===== config.mk =====
export PLATFORM = sky130hd
export DESIGN_NAME = multi_tap_text_entry
export DESIGN_NICKNAME = d
export VERILOG_FILES = /design/src/sv/mtte_pkg.sv /design/src/sv/multi_tap_text_entry.sv
export SDC_FILE = /design/constraint.sdc
export NUM_CORES = 2
export LEC_CHECK = 0
export ABC_CLOCK_PERIOD_IN_PS = 10750
export BUFFER_PORTS_ARGS = -buffer_cell sky130_fd_sc_hd__buf_2
export CORE_ASPECT_RATIO = 0.8
export CORE_MARGIN = 4
export CORE_UTILIZATION = 45
export CTS_BUF_LIST = sky130_fd_sc_hd__clkbuf_16
export DETAILED_ROUTE_END_ITERATION = 16
export SLEW_MARGIN = 20
export SYNTH_ARGS = -nofsm -noshare
export SYNTH_HDL_FRONTEND = slang
export SYNTH_SLANG_ARGS = --single-unit

===== constraint.sdc =====
create_clock -name clock -period 10.75 [get_ports clock]
set_clock_uncertainty 0.15 [all_clocks]
set_input_delay 0.5375 -clock clock [delete_from_list [all_inputs] [get_ports clock]]
set_output_delay 0.5375 -clock clock [all_outputs]
set_load 0.005 [all_outputs]

===== src/sv/mtte_pkg.sv =====
// Shared types, op codes and key tables for the multi-tap text entry block.
package mtte_pkg;

   typedef struct packed {
      logic [2:0] op;
      logic [3:0] key;
      logic [7:0] index;
   } req_type;

   typedef struct packed {
      logic [7:0] text_length;
      logic       candidate_valid;
      logic [7:0] cand_char;
      logic       upper_case;
      logic [7:0] read_data;
   } rsp_type;

   localparam logic [2:0] OP_KEY       = 3'd0;
   localparam logic [2:0] OP_SPACE     = 3'd1;
   localparam logic [2:0] OP_BACKSPACE = 3'd2;
   localparam logic [2:0] OP_CASE      = 3'd3;
   localparam logic [2:0] OP_ENTER     = 3'd4;
   localparam logic [2:0] OP_READ      = 3'd5;

   localparam logic [3:0] NO_KEY    = 4'd15;
   localparam logic [3:0] KEY_SPACE = 4'd9;
   localparam logic [3:0] KEY_MAX   = 4'd9;

   localparam logic [7:0] CHAR_SPACE = 8'h20;

   // Character for a key at a given tap position; uppercase table when upper is set.
   function automatic logic [7:0] key_char(input logic upper, input logic [3:0] key,
                                           input logic [1:0] tap);
      logic [7:0] base;
      logic [7:0] ch;
      base = upper ? 8'h41 : 8'h61;
      ch   = CHAR_SPACE;
      case (key)
         4'd0, 4'd1, 4'd2, 4'd3, 4'd4, 4'd5, 4'd6, 4'd7: begin
            ch = base + 8'(key) * 8'd3 + 8'(tap);
         end
         4'd8: begin
            case (tap)
               2'd0:    ch = base + 8'd24;
               2'd1:    ch = base + 8'd25;
               default: ch = 8'h2e;
            endcase
         end
         default: ch = CHAR_SPACE;
      endcase
      return ch;
   endfunction

endpackage


===== src/sv/multi_tap_text_entry.sv =====
// Multi-tap keypad text entry: candidate control, text memory and result pipeline.
//
//   channel | direction | handshake            | payload
//   req     | in        | req_valid/req_stall  | req_word (op, key, index)
//   rsp     | out       | rsp_valid/rsp_stall  | rsp_word (length, candidate, case, data)
//
// One word is accepted per cycle unless req stalls; its result passes the memory
// read register, then the output register. A space that both commits a candidate
// and appends a space needs two writes on the single memory write port; req stalls.
// Reset is synchronous and clears control state only; the text memory needs no
// clearing since only entries below the length are ever read.
// A stalled result holds the pipeline; req stalls once both stages are full and the result is stalled.
module multi_tap_text_entry
   import mtte_pkg::*;
#(
   parameter int TEXT_DEPTH = 256
) (
   input  logic    clock,
   input  logic    reset,
   input  logic    req_valid,
   output logic    req_stall,
   input  req_type req_word,
   output logic    rsp_valid,
   input  logic    rsp_stall,
   output rsp_type rsp_word
);

   localparam int AW = $clog2(TEXT_DEPTH);
   localparam logic [7:0] TEXT_CAP = 8'((TEXT_DEPTH - 1) < 255 ? (TEXT_DEPTH - 1) : 255);

   logic [7:0]    mem [TEXT_DEPTH];
   logic [7:0]    rdata_ff;

   logic [7:0]    length_ff, length_in;
   logic [3:0]    prev_key_ff, prev_key_in;
   logic [1:0]    tap_ff, tap_in;
   logic          pend_ff, pend_in;
   logic [7:0]    pend_char_ff, pend_char_in;
   logic          upper_ff, upper_in;

   logic          sp_ff, sp_in;
   logic [AW-1:0] sp_addr_ff, sp_addr_in;

   logic          s1_valid_ff;
   rsp_type       s1_word_ff, s1_word_in;
   logic          s1_hit_ff, s1_hit_in;
   logic          rsp_valid_ff;
   rsp_type       rsp_word_ff, rsp_word_in;

   logic          in_acc;
   logic          s1_move;
   logic          commit_wr;
   logic [7:0]    len_c;
   logic          we;
   logic [AW-1:0] waddr;
   logic [7:0]    wdata;
   logic          re;
   logic [AW-1:0] raddr;
   logic [1:0]    tap_step;

   assign s1_move   = s1_valid_ff && (!rsp_valid_ff || !rsp_stall);
   assign req_stall = sp_ff || (s1_valid_ff && rsp_valid_ff && rsp_stall);
   assign in_acc    = req_valid && !req_stall;

   assign commit_wr = pend_ff && (length_ff < TEXT_CAP);
   assign len_c     = commit_wr ? length_ff + 8'd1 : length_ff;
   assign tap_step  = (req_word.key == KEY_SPACE || tap_ff == 2'd2) ? 2'd0 : tap_ff + 2'd1;

   assign s1_hit_in = (req_word.op == OP_READ) && (req_word.index < length_ff);
   assign re        = in_acc && s1_hit_in;
   assign raddr     = AW'(req_word.index);

   always_comb begin
      length_in    = length_ff;
      prev_key_in  = prev_key_ff;
      tap_in       = tap_ff;
      pend_in      = pend_ff;
      pend_char_in = pend_char_ff;
      upper_in     = upper_ff;
      sp_in        = 1'b0;
      sp_addr_in   = sp_addr_ff;
      we           = 1'b0;
      waddr        = AW'(length_ff);
      wdata        = pend_char_ff;
      s1_word_in   = '0;

      // finish the second write of a space op
      if (sp_ff) begin
         we    = 1'b1;
         waddr = sp_addr_ff;
         wdata = CHAR_SPACE;
      end

      if (in_acc) begin
         case (req_word.op)
            OP_KEY: begin
               if (req_word.key <= KEY_MAX) begin
                  if (req_word.key == prev_key_ff) begin
                     tap_in = tap_step;
                  end else begin
                     we          = commit_wr;
                     length_in   = len_c;
                     prev_key_in = req_word.key;
                     tap_in      = 2'd0;
                  end
                  pend_in      = 1'b1;
                  pend_char_in = key_char(upper_ff, req_word.key, tap_in);
               end
            end
            OP_SPACE: begin
               pend_in      = 1'b0;
               pend_char_in = 8'd0;
               prev_key_in  = NO_KEY;
               tap_in       = 2'd0;
               length_in    = len_c;
               if (commit_wr) begin
                  we = 1'b1;
                  if (len_c < TEXT_CAP) begin
                     sp_in      = 1'b1;
                     sp_addr_in = AW'(len_c);
                     length_in  = len_c + 8'd1;
                  end
               end else if (len_c < TEXT_CAP) begin
                  we        = 1'b1;
                  waddr     = AW'(len_c);
                  wdata     = CHAR_SPACE;
                  length_in = len_c + 8'd1;
               end
            end
            OP_BACKSPACE: begin
               we           = commit_wr;
               pend_in      = 1'b0;
               pend_char_in = 8'd0;
               prev_key_in  = NO_KEY;
               tap_in       = 2'd0;
               length_in    = (len_c != 8'd0) ? len_c - 8'd1 : len_c;
            end
            OP_CASE: begin
               we           = commit_wr;
               pend_in      = 1'b0;
               pend_char_in = 8'd0;
               prev_key_in  = NO_KEY;
               tap_in       = 2'd0;
               length_in    = len_c;
               upper_in     = !upper_ff;
            end
            OP_ENTER: begin
               // committed text is discarded right away, so skip the write
               pend_in      = 1'b0;
               pend_char_in = 8'd0;
               prev_key_in  = NO_KEY;
               tap_in       = 2'd0;
               length_in    = 8'd0;
               upper_in     = 1'b0;
            end
            default: begin
            end
         endcase

         s1_word_in.text_length     = (req_word.op == OP_ENTER) ? len_c : length_in;
         s1_word_in.candidate_valid = pend_in;
         s1_word_in.cand_char       = pend_char_in;
         s1_word_in.upper_case      = upper_in;
      end
   end

   always_comb begin
      rsp_word_in           = s1_word_ff;
      rsp_word_in.read_data = s1_hit_ff ? rdata_ff : 8'd0;
   end

   always_ff @(posedge clock) begin
      if (we) begin
         mem[waddr] <= wdata;
      end
      if (re) begin
         rdata_ff <= mem[raddr];
      end
   end

   always_ff @(posedge clock) begin
      if (reset) begin
         length_ff    <= 8'd0;
         prev_key_ff  <= NO_KEY;
         tap_ff       <= 2'd0;
         pend_ff      <= 1'b0;
         pend_char_ff <= 8'd0;
         upper_ff     <= 1'b0;
         sp_ff        <= 1'b0;
         s1_valid_ff  <= 1'b0;
         rsp_valid_ff <= 1'b0;
      end else begin
         length_ff    <= length_in;
         prev_key_ff  <= prev_key_in;
         tap_ff       <= tap_in;
         pend_ff      <= pend_in;
         pend_char_ff <= pend_char_in;
         upper_ff     <= upper_in;
         sp_ff        <= sp_in;
         if (in_acc) begin
            s1_valid_ff <= 1'b1;
         end else if (s1_move) begin
            s1_valid_ff <= 1'b0;
         end
         if (s1_move) begin
            rsp_valid_ff <= 1'b1;
         end else if (!rsp_stall) begin
            rsp_valid_ff <= 1'b0;
         end
      end
   end

   always_ff @(posedge clock) begin
      sp_addr_ff <= sp_addr_in;
      if (in_acc) begin
         s1_word_ff <= s1_word_in;
         s1_hit_ff  <= s1_hit_in;
      end
      if (s1_move) begin
         rsp_word_ff <= rsp_word_in;
      end
   end

   assign rsp_valid = rsp_valid_ff;
   assign rsp_word  = rsp_word_ff;

   a_sp_after_space: assert property (@(posedge clock) disable iff (reset)
      sp_ff |-> $past(in_acc && req_word.op == OP_SPACE))
      else $error("deferred space write without an accepted space word");

   a_idle_no_key: assert property (@(posedge clock) disable iff (reset)
      !pend_ff |-> (prev_key_ff == NO_KEY && tap_ff == 2'd0 && pend_char_ff == 8'd0))
      else $error("key state left behind with no candidate");

   a_enter_clears: assert property (@(posedge clock) disable iff (reset)
      (in_acc && req_word.op == OP_ENTER) |=> (length_ff == 8'd0 && !upper_ff && !pend_ff))
      else $error("enter did not clear the entry state");

   a_length_cap: assert property (@(posedge clock) disable iff (reset)
      (in_acc && req_word.op == OP_SPACE) |=> (length_ff <= TEXT_CAP))
      else $error("length passed the text capacity");

endmodule

# [Yosys cells after proc, flatten, opt, wreduce, memory -nomap -nowiden]
# Memory sizes are Yosys's and may differ from the RTL's. A register that Yosys moved wholly into a read port is not among the register bits.
# Cells that the tools add are included.
[op_classes] multipliers=1 order_cmp=4 n_addsub=8 n_bitwise=3 n_eq_ne=20 mux=49 shift=0 reduce_logical=27 div_mod_pow=0
[ops] cell="2-to-1 mux 8 bit" n=17
[ops] cell="case mux 8 bit (2 select lines)" n=3
[ops] cell="case mux 8 bit (5 select lines)" n=1
[ops] cell="adder 7 x 5 -> 8 bit, second input constant" n=2
[ops] cell="adder 8 x 1 -> 8 bit, second input constant" n=2
[ops] cell="equality test 4 x 3 -> 1 bit, second input constant" n=4
[ops] cell="less-than comparator 8 bit, second input constant" n=2
[ops] cell="2-to-1 mux 1 bit" n=14
[ops] cell="2-to-1 mux 2 bit" n=6
[ops] cell="adder 7 x 6 -> 8 bit" n=1
[ops] cell="adder 8 x 2 -> 8 bit" n=1
[ops] cell="equality test 4 x 2 -> 1 bit, second input constant" n=2
[ops] cell="equality test 4 bit, second input constant" n=2
[ops] cell="less-than comparator 8 bit" n=1
[ops] cell="2-to-1 mux 4 bit" n=2
[ops] cell="case mux 4 bit (2 select lines)" n=1
[ops] cell="AND reduction 4 bit" n=2
[ops] cell="nonzero test 8 bit" n=1
[ops] cell="OR reduction 4 bit" n=2
[ops] cell="OR reduction 8 bit" n=1
[ops] cell="subtractor 8 x 1 -> 8 bit, second input constant" n=1
[ops] cell="logical AND 1 bit" n=7
[ops] cell="equality test 3 x 2 -> 1 bit, second input constant" n=2
[ops] cell="equality test 3 bit, second input constant" n=2
[ops] cell="23 further kinds" n=33
[word_totals] memories=1 regBits=80 wordCells=133 latch_bits=0 mem_bits_rw=2048 mem_bits_ro=0 output_inout_bits=28 in_bits=19
[mem_list] memory="mem" depth=256 word_bits=8 read_ports=1 rd_ports_with_merged_regs=1 wr=1 line_no="multi_tap_text_entry.sv:31" rtl="logic [7:0] mem [TEXT_DEPTH];"

# [Depth between registers and ports, before layout]
[logic_depth] word_depth=12 mapped_depth=16 mapped_depth_nobuf=15

# [Least setup slack after synthesis]
# No wires, ideal clock.
[synth_timing] kind="flip-flop to flip-flop" startpoint="reg length_ff[5]" endpoint="mem mem[0][4], data pin" setup_ps=868 required_ps=9732 arrival_time_ps=6132 n_path_buf=2 path_stages_with_launch=11 synth_period_minus_slack_ps=7149 path_slack_ps=3601 cell_sequence="dfxtp_1 -> buf_2 -> nand4_1 -> o31ai_1 -> clkbuf_1 -> xnor2_1 -> ha_1 -> nand4bb_1 -> or3_1 -> a41oi_1 -> and2_1"
[synth_between] elab_chain_cells=8 elab_cells_between_ends=9 cone_classes="add/sub: 1; order compare: 2; mux: 5; reduce/logical: 1"
[synth_rtl] element="start, declared" line_no="multi_tap_text_entry.sv:34" rtl="logic [7:0] length_ff, length_in;"
[synth_rtl] element="start signal, assigned" line_no="multi_tap_text_entry.sv:193" rtl="length_ff <= length_in;"
[synth_rtl] element="less-than comparator 8 bit" line_no="multi_tap_text_entry.sv:65" rtl="assign commit_wr = pend_ff && (length_ff < TEXT_CAP);"
[synth_rtl] element="logical AND 1 bit" line_no="multi_tap_text_entry.sv:65"
[synth_rtl] element="2-to-1 mux 8 bit" line_no="multi_tap_text_entry.sv:66" rtl="assign len_c = commit_wr ? length_ff + 8'd1 : length_ff;"
[synth_rtl] element="via len_c[0]" line_no="multi_tap_text_entry.sv:53" rtl="logic [7:0] len_c;"
[synth_rtl] element="less-than comparator 8 bit" line_no="multi_tap_text_entry.sv:123" rtl="end else if (len_c < TEXT_CAP) begin"
[synth_rtl] element="2-to-1 mux 8 bit" line_no="multi_tap_text_entry.sv:123"
[synth_rtl] element="2-to-1 mux 8 bit" line_no="multi_tap_text_entry.sv:116" rtl="if (commit_wr) begin"
[synth_rtl] element="2-to-1 mux 8 bit" line_no="multi_tap_text_entry.sv:95" rtl="case (req_word.op)"
[synth_rtl] element="2-to-1 mux 8 bit" line_no="multi_tap_text_entry.sv:94" rtl="if (in_acc) begin"
[synth_rtl] element="via wdata[4]" line_no="multi_tap_text_entry.sv:56" rtl="logic [7:0] wdata;"
[synth_rtl] element="end, declared" line_no="multi_tap_text_entry.sv:31"
# The timed path passes the listed nets, and every way through them passes these cells.

# [Final worst setup path]
[layout_timing] startpoint="reg length_ff[0]" endpoint="mem mem[13][4], data pin"
[layout_between] elab_chain_cells=8 elab_cells_between_ends=9 cone_classes="add/sub: 1; order compare: 2; mux: 5; reduce/logical: 1"
[layout_rtl] element="less-than comparator 8 bit" line_no="multi_tap_text_entry.sv:65"
[layout_rtl] element="logical AND 1 bit" line_no="multi_tap_text_entry.sv:65"
[layout_rtl] element="2-to-1 mux 8 bit *" line_no="multi_tap_text_entry.sv:66"
[layout_rtl] element="via len_c[0]" line_no="multi_tap_text_entry.sv:53"
[layout_rtl] element="less-than comparator 8 bit *" line_no="multi_tap_text_entry.sv:123"
[layout_rtl] element="2-to-1 mux 8 bit *" line_no="multi_tap_text_entry.sv:123"
[layout_rtl] element="2-to-1 mux 8 bit *" line_no="multi_tap_text_entry.sv:116"
[layout_rtl] element="2-to-1 mux 8 bit *" line_no="multi_tap_text_entry.sv:95"
[layout_rtl] element="2-to-1 mux 8 bit *" line_no="multi_tap_text_entry.sv:94"
[layout_rtl] element="via wdata[4]" line_no="multi_tap_text_entry.sv:56"
# Mark *: on every way through the listed nets, which the timed path passes. The rest lies on a longest branch.

==> run metrics <==
sort of element at the start of the critical path=register; reg-to-reg critical path startpoint=length_ff[0]$_SDFFE_PP0P_; multiplexer share of the synthesized area=0.172; buffer type at the clock tree root=sky130_fd_sc_hd__clkbuf_16; total leakage power=between 20 and 30 nW; Hold Crit Depth=2; area of the core region=0.185 sq mm; maximum clock rate=between 150 and 200 MHz; Synth cell types=74; critical hold path startpoint=reset; capturing point of the worst reg2reg path=mem[13][4]$_DFFE_PP_; fraction of the cycle the final worst path needs=0.618; cells after synthesis=3864; Worst Max-Slew Pin Slew=1240 ps; area of all placed cells without fillers=0.0937 sq mm; post-synthesis compound-gate area fraction=0.0242; Initial Util=0.454; filler-free cell count of the finished design=6542; largest family of logic cells by synthesized area=multiplexers; post_cts resized=0; Die ar.=a little under 0.2 sq mm; count of unresolved DRC violations after routing=0; synthesized net count=between 3000 and 4000; last weighted congestion value of the routability-driven placer=just over 0.9; WL/cell=30.1 um; top-area cell type share of the netlist area=0.753; antenna violations before repair=16; Max rail drop VDD=between 100 and 150 uV; Filler Cells Inserted=roughly 14000; cell area after placement=around 0.087 sq mm; number of global-route vias before repair=39300; Slew HR=0.176; via count of the routed design=39700; most common cell after layout, fill and taps aside=sky130_fd_sc_hd__edfxtp_1; ratio of total power to cell area=around 180 mW/mm^2; total wirelength of the detailed-routed design=roughly 200 mm; critical path required time=11090 ps; buffers added on ports=46; worst endpoint data arrival time=6990 ps; flops & latches, synth=2136; share of final-layout standard cells stronger than drive strength 1=0.262; final worst path period need=between 6000 and 7000 ps; DP Cell Count=just over 6000; iteration-0 DRC count of the detailed router=around 4800; hold worst-path end=rsp_valid$_SDFFE_PP0P_; post-synth top area cell=sky130_fd_sc_hd__edfxtp_1; height of the chip=around 390 um; max-cap violation count=0; max-slew violation count=0; post-synthesis instance area=between 0.08 and 0.09 sq mm; TritonCTS clock tree=built; H-tree depth=4; Reg2Reg Depth=12; top flip-flop cell by instance count after synthesis=sky130_fd_sc_hd__edfxtp_1; nets@finish=3996; Routed Antenna Nets=0; register area share after synthesis=0.759; Die X=between 400 and 500 um; basic-gate share of the synthesized area counting and, or, nand and nor cells=0.0251; number of clock buffers inserted by TritonCTS=a little under 200; EDFF count, synth=2109; Post-Route Hold Slack=~82 ps; path type of the worst min-delay path=input port to register; site row count=141; number of endpoints with negative hold slack in the final report=0; aggregate global routing overflow=0; count of endpoints failing setup in the final report=0; Total Power=~0.017 W; Ports=47; synthesized area divided by synthesized cell count=~22 sq um; signed area change from the synthesized netlist to the final layout=11.4%; critical path start-end classification=register to register; Vias per Instance=about 6; clock transition time at the flip-flop clock pins of the worst setup and hold paths=60 ps; detailed-routing iteration count for the pre-antenna-repair pass=5; adder-cell share of the synthesized area=0.00434; CTS sink count=2136; highest net fanout along the worst path=76; Synth Area in XOR/XNOR=0.00146; maximum number of buffers from clock root to sink=3; setup repair after global routing missed its margin=no; worst skew pair latency=around 820 ps; run status=complete, no violations; global-route total usage across every layer=0.203; synth warn=0; cell types with the largest area share after synthesis=sky130_fd_sc_hd__edfxtp_1 (75%), sky130_fd_sc_hd__mux4_2 (17%), sky130_fd_sc_hd__nor2_1 (1.3%), sky130_fd_sc_hd__dfxtp_1 (0.64%), sky130_fd_sc_hd__a22oi_1 (0.61%); register-to-register setup slack=around 4100 ps; first-pass GRT wire length=~290 mm; placed wire-length estimate=between 100 and 150 mm; top library cells by usage in the layout, fill and taps aside=sky130_fd_sc_hd__edfxtp_1 (2109), sky130_fd_sc_hd__mux4_2 (640), sky130_fd_sc_hd__nor2_1 (286); CP Capture Type=register; largest net degree at the start of global routing=around 210; share of synthesized registers carrying an async set or reset=0; setup TNS after final layout=0 ps
[cells by family (layout without fill, tap and decap cells)]
logic type      count (synthesis)  in the layout
flops                        2136           2136
mux                           644            644
simple gates                  482            482
compound gates                289            289
buf+inv                       271            517
fa+ha+maj                      28             28
xor+xnor                       14             14
other cells                     0              1
[cell usage after synthesis, types with 11 or more instances]
| library cell | number |
|---|---|
| sky130_fd_sc_hd__or4_1 | 11 |
| sky130_fd_sc_hd__and2_1 | 18 |
| sky130_fd_sc_hd__buf_1 | 22 |
| sky130_fd_sc_hd__buf_4 | 11 |
| sky130_fd_sc_hd__edfxtp_1 | 2109 |
| sky130_fd_sc_hd__nor2_1 | 293 |
| sky130_fd_sc_hd__clkbuf_1 | 123 |
| sky130_fd_sc_hd__nor3_1 | 25 |
| sky130_fd_sc_hd__nand2_1 | 71 |
| sky130_fd_sc_hd__inv_1 | 38 |
| sky130_fd_sc_hd__a21o_1 | 12 |
| sky130_fd_sc_hd__o32ai_1 | 14 |
| sky130_fd_sc_hd__o21bai_1 | 22 |
| sky130_fd_sc_hd__ha_1 | 26 |
| sky130_fd_sc_hd__xnor2_1 | 12 |
| sky130_fd_sc_hd__a21oi_1 | 69 |
| sky130_fd_sc_hd__a22oi_1 | 68 |
| sky130_fd_sc_hd__dfxtp_1 | 27 |
| sky130_fd_sc_hd__o21ai_0 | 24 |
| sky130_fd_sc_hd__buf_2 | 74 |
| sky130_fd_sc_hd__mux4_2 | 640 |
[worst max-delay path, stage by stage (launching register included)]
cell                        delay (ps)
sky130_fd_sc_hd__dfxtp_1           690
sky130_fd_sc_hd__ha_1              550
sky130_fd_sc_hd__inv_1             180
sky130_fd_sc_hd__o31ai_1           260
sky130_fd_sc_hd__buf_4             230
sky130_fd_sc_hd__xnor2_1           270
sky130_fd_sc_hd__ha_1              340
sky130_fd_sc_hd__nand4bb_1         260
sky130_fd_sc_hd__or3_1             490
sky130_fd_sc_hd__a41oi_2           620
sky130_fd_sc_hd__and2_4            640
sky130_fd_sc_hd__buf_4             670
sky130_fd_sc_hd__buf_4             730
[worst max path at each step]
stage,slack (ps),startpoint,cells past startpoint,to
final,4100,length_ff[0]$_SDFFE_PP0P_,12,mem[13][4]$_DFFE_PP_
after global routing,3780,length_ff[0]$_SDFFE_PP0P_,12,mem[31][4]$_DFFE_PP_
after CTS,3810,length_ff[0]$_SDFFE_PP0P_,12,mem[15][4]$_DFFE_PP_
after detailed placement,3860,length_ff[0]$_SDFFE_PP0P_,12,mem[26][4]$_DFFE_PP_
after global placement,4090,length_ff[0]$_SDFFE_PP0P_,12,mem[26][4]$_DFFE_PP_
after floorplan,3600,length_ff[5]$_SDFFE_PP0P_,10,mem[0][4]$_DFFE_PP_
[sequential cells by signal, indices dropped and copies added (netlist names), 4 cells and up]
signal        count
length_ff         8
mem            2048
pend_char_ff      8
prev_key_ff       4
rdata_ff          8
rsp_word         26
rsp_word_in      18
sp_addr_ff        8
[repair_timing]
| action | CTS | global route |
|---|---|---|
| buffers inserted | 0 | 0 |
| hold buffers | 5 | 0 |
| endpoints found under the hold margin | 6 | 0 |
[power by group]
part | total, W | leakage [nW] | internal (W) | switching [W]
Combinational | 0.000760 | 6.23 | 0.000298 | 0.000462
Sequential | 0.00912 | 20.4 | 0.00910 | 0.0000168
Clock | 0.00687 | 3.29 | 0.00387 | 0.00301
[layer usage]
metal / wire, um / share of wire / GRT usage
met3: 16600 / 0.084 / 0.0380
met1: 85700 / 0.44 / 0.312
met4: 3650 / 0.019 / 0.0430
met5: 0 / 0 / 0
met2: 90900 / 0.46 / 0.305
[metrics by stage]
stage,util,setup WS [ps]
after floorplan,-,3600
after global placement,0.471,4090
after detailed placement,0.471,3860
after CTS,0.505,3810
after global routing,0.506,3780
final,0.506,4100
[area by class of cell]
cell class / instances / area, sq um / area share
clock buffers: 205 / 5130 / 0.0548
diodes: 1 / 2.50 / 0.0000267
inverters: 39 / 146 / 0.00156
repair buffers: 118 / 1000 / 0.0107
multi-input cells: 1457 / 19300 / 0.206
flip-flops and latches: 2136 / 63900 / 0.682
clock inverters: 155 / 1190 / 0.0127
well taps: 2431 / 3040 / 0.0325
No activity file was read; power rests on OpenSTA's default activity.
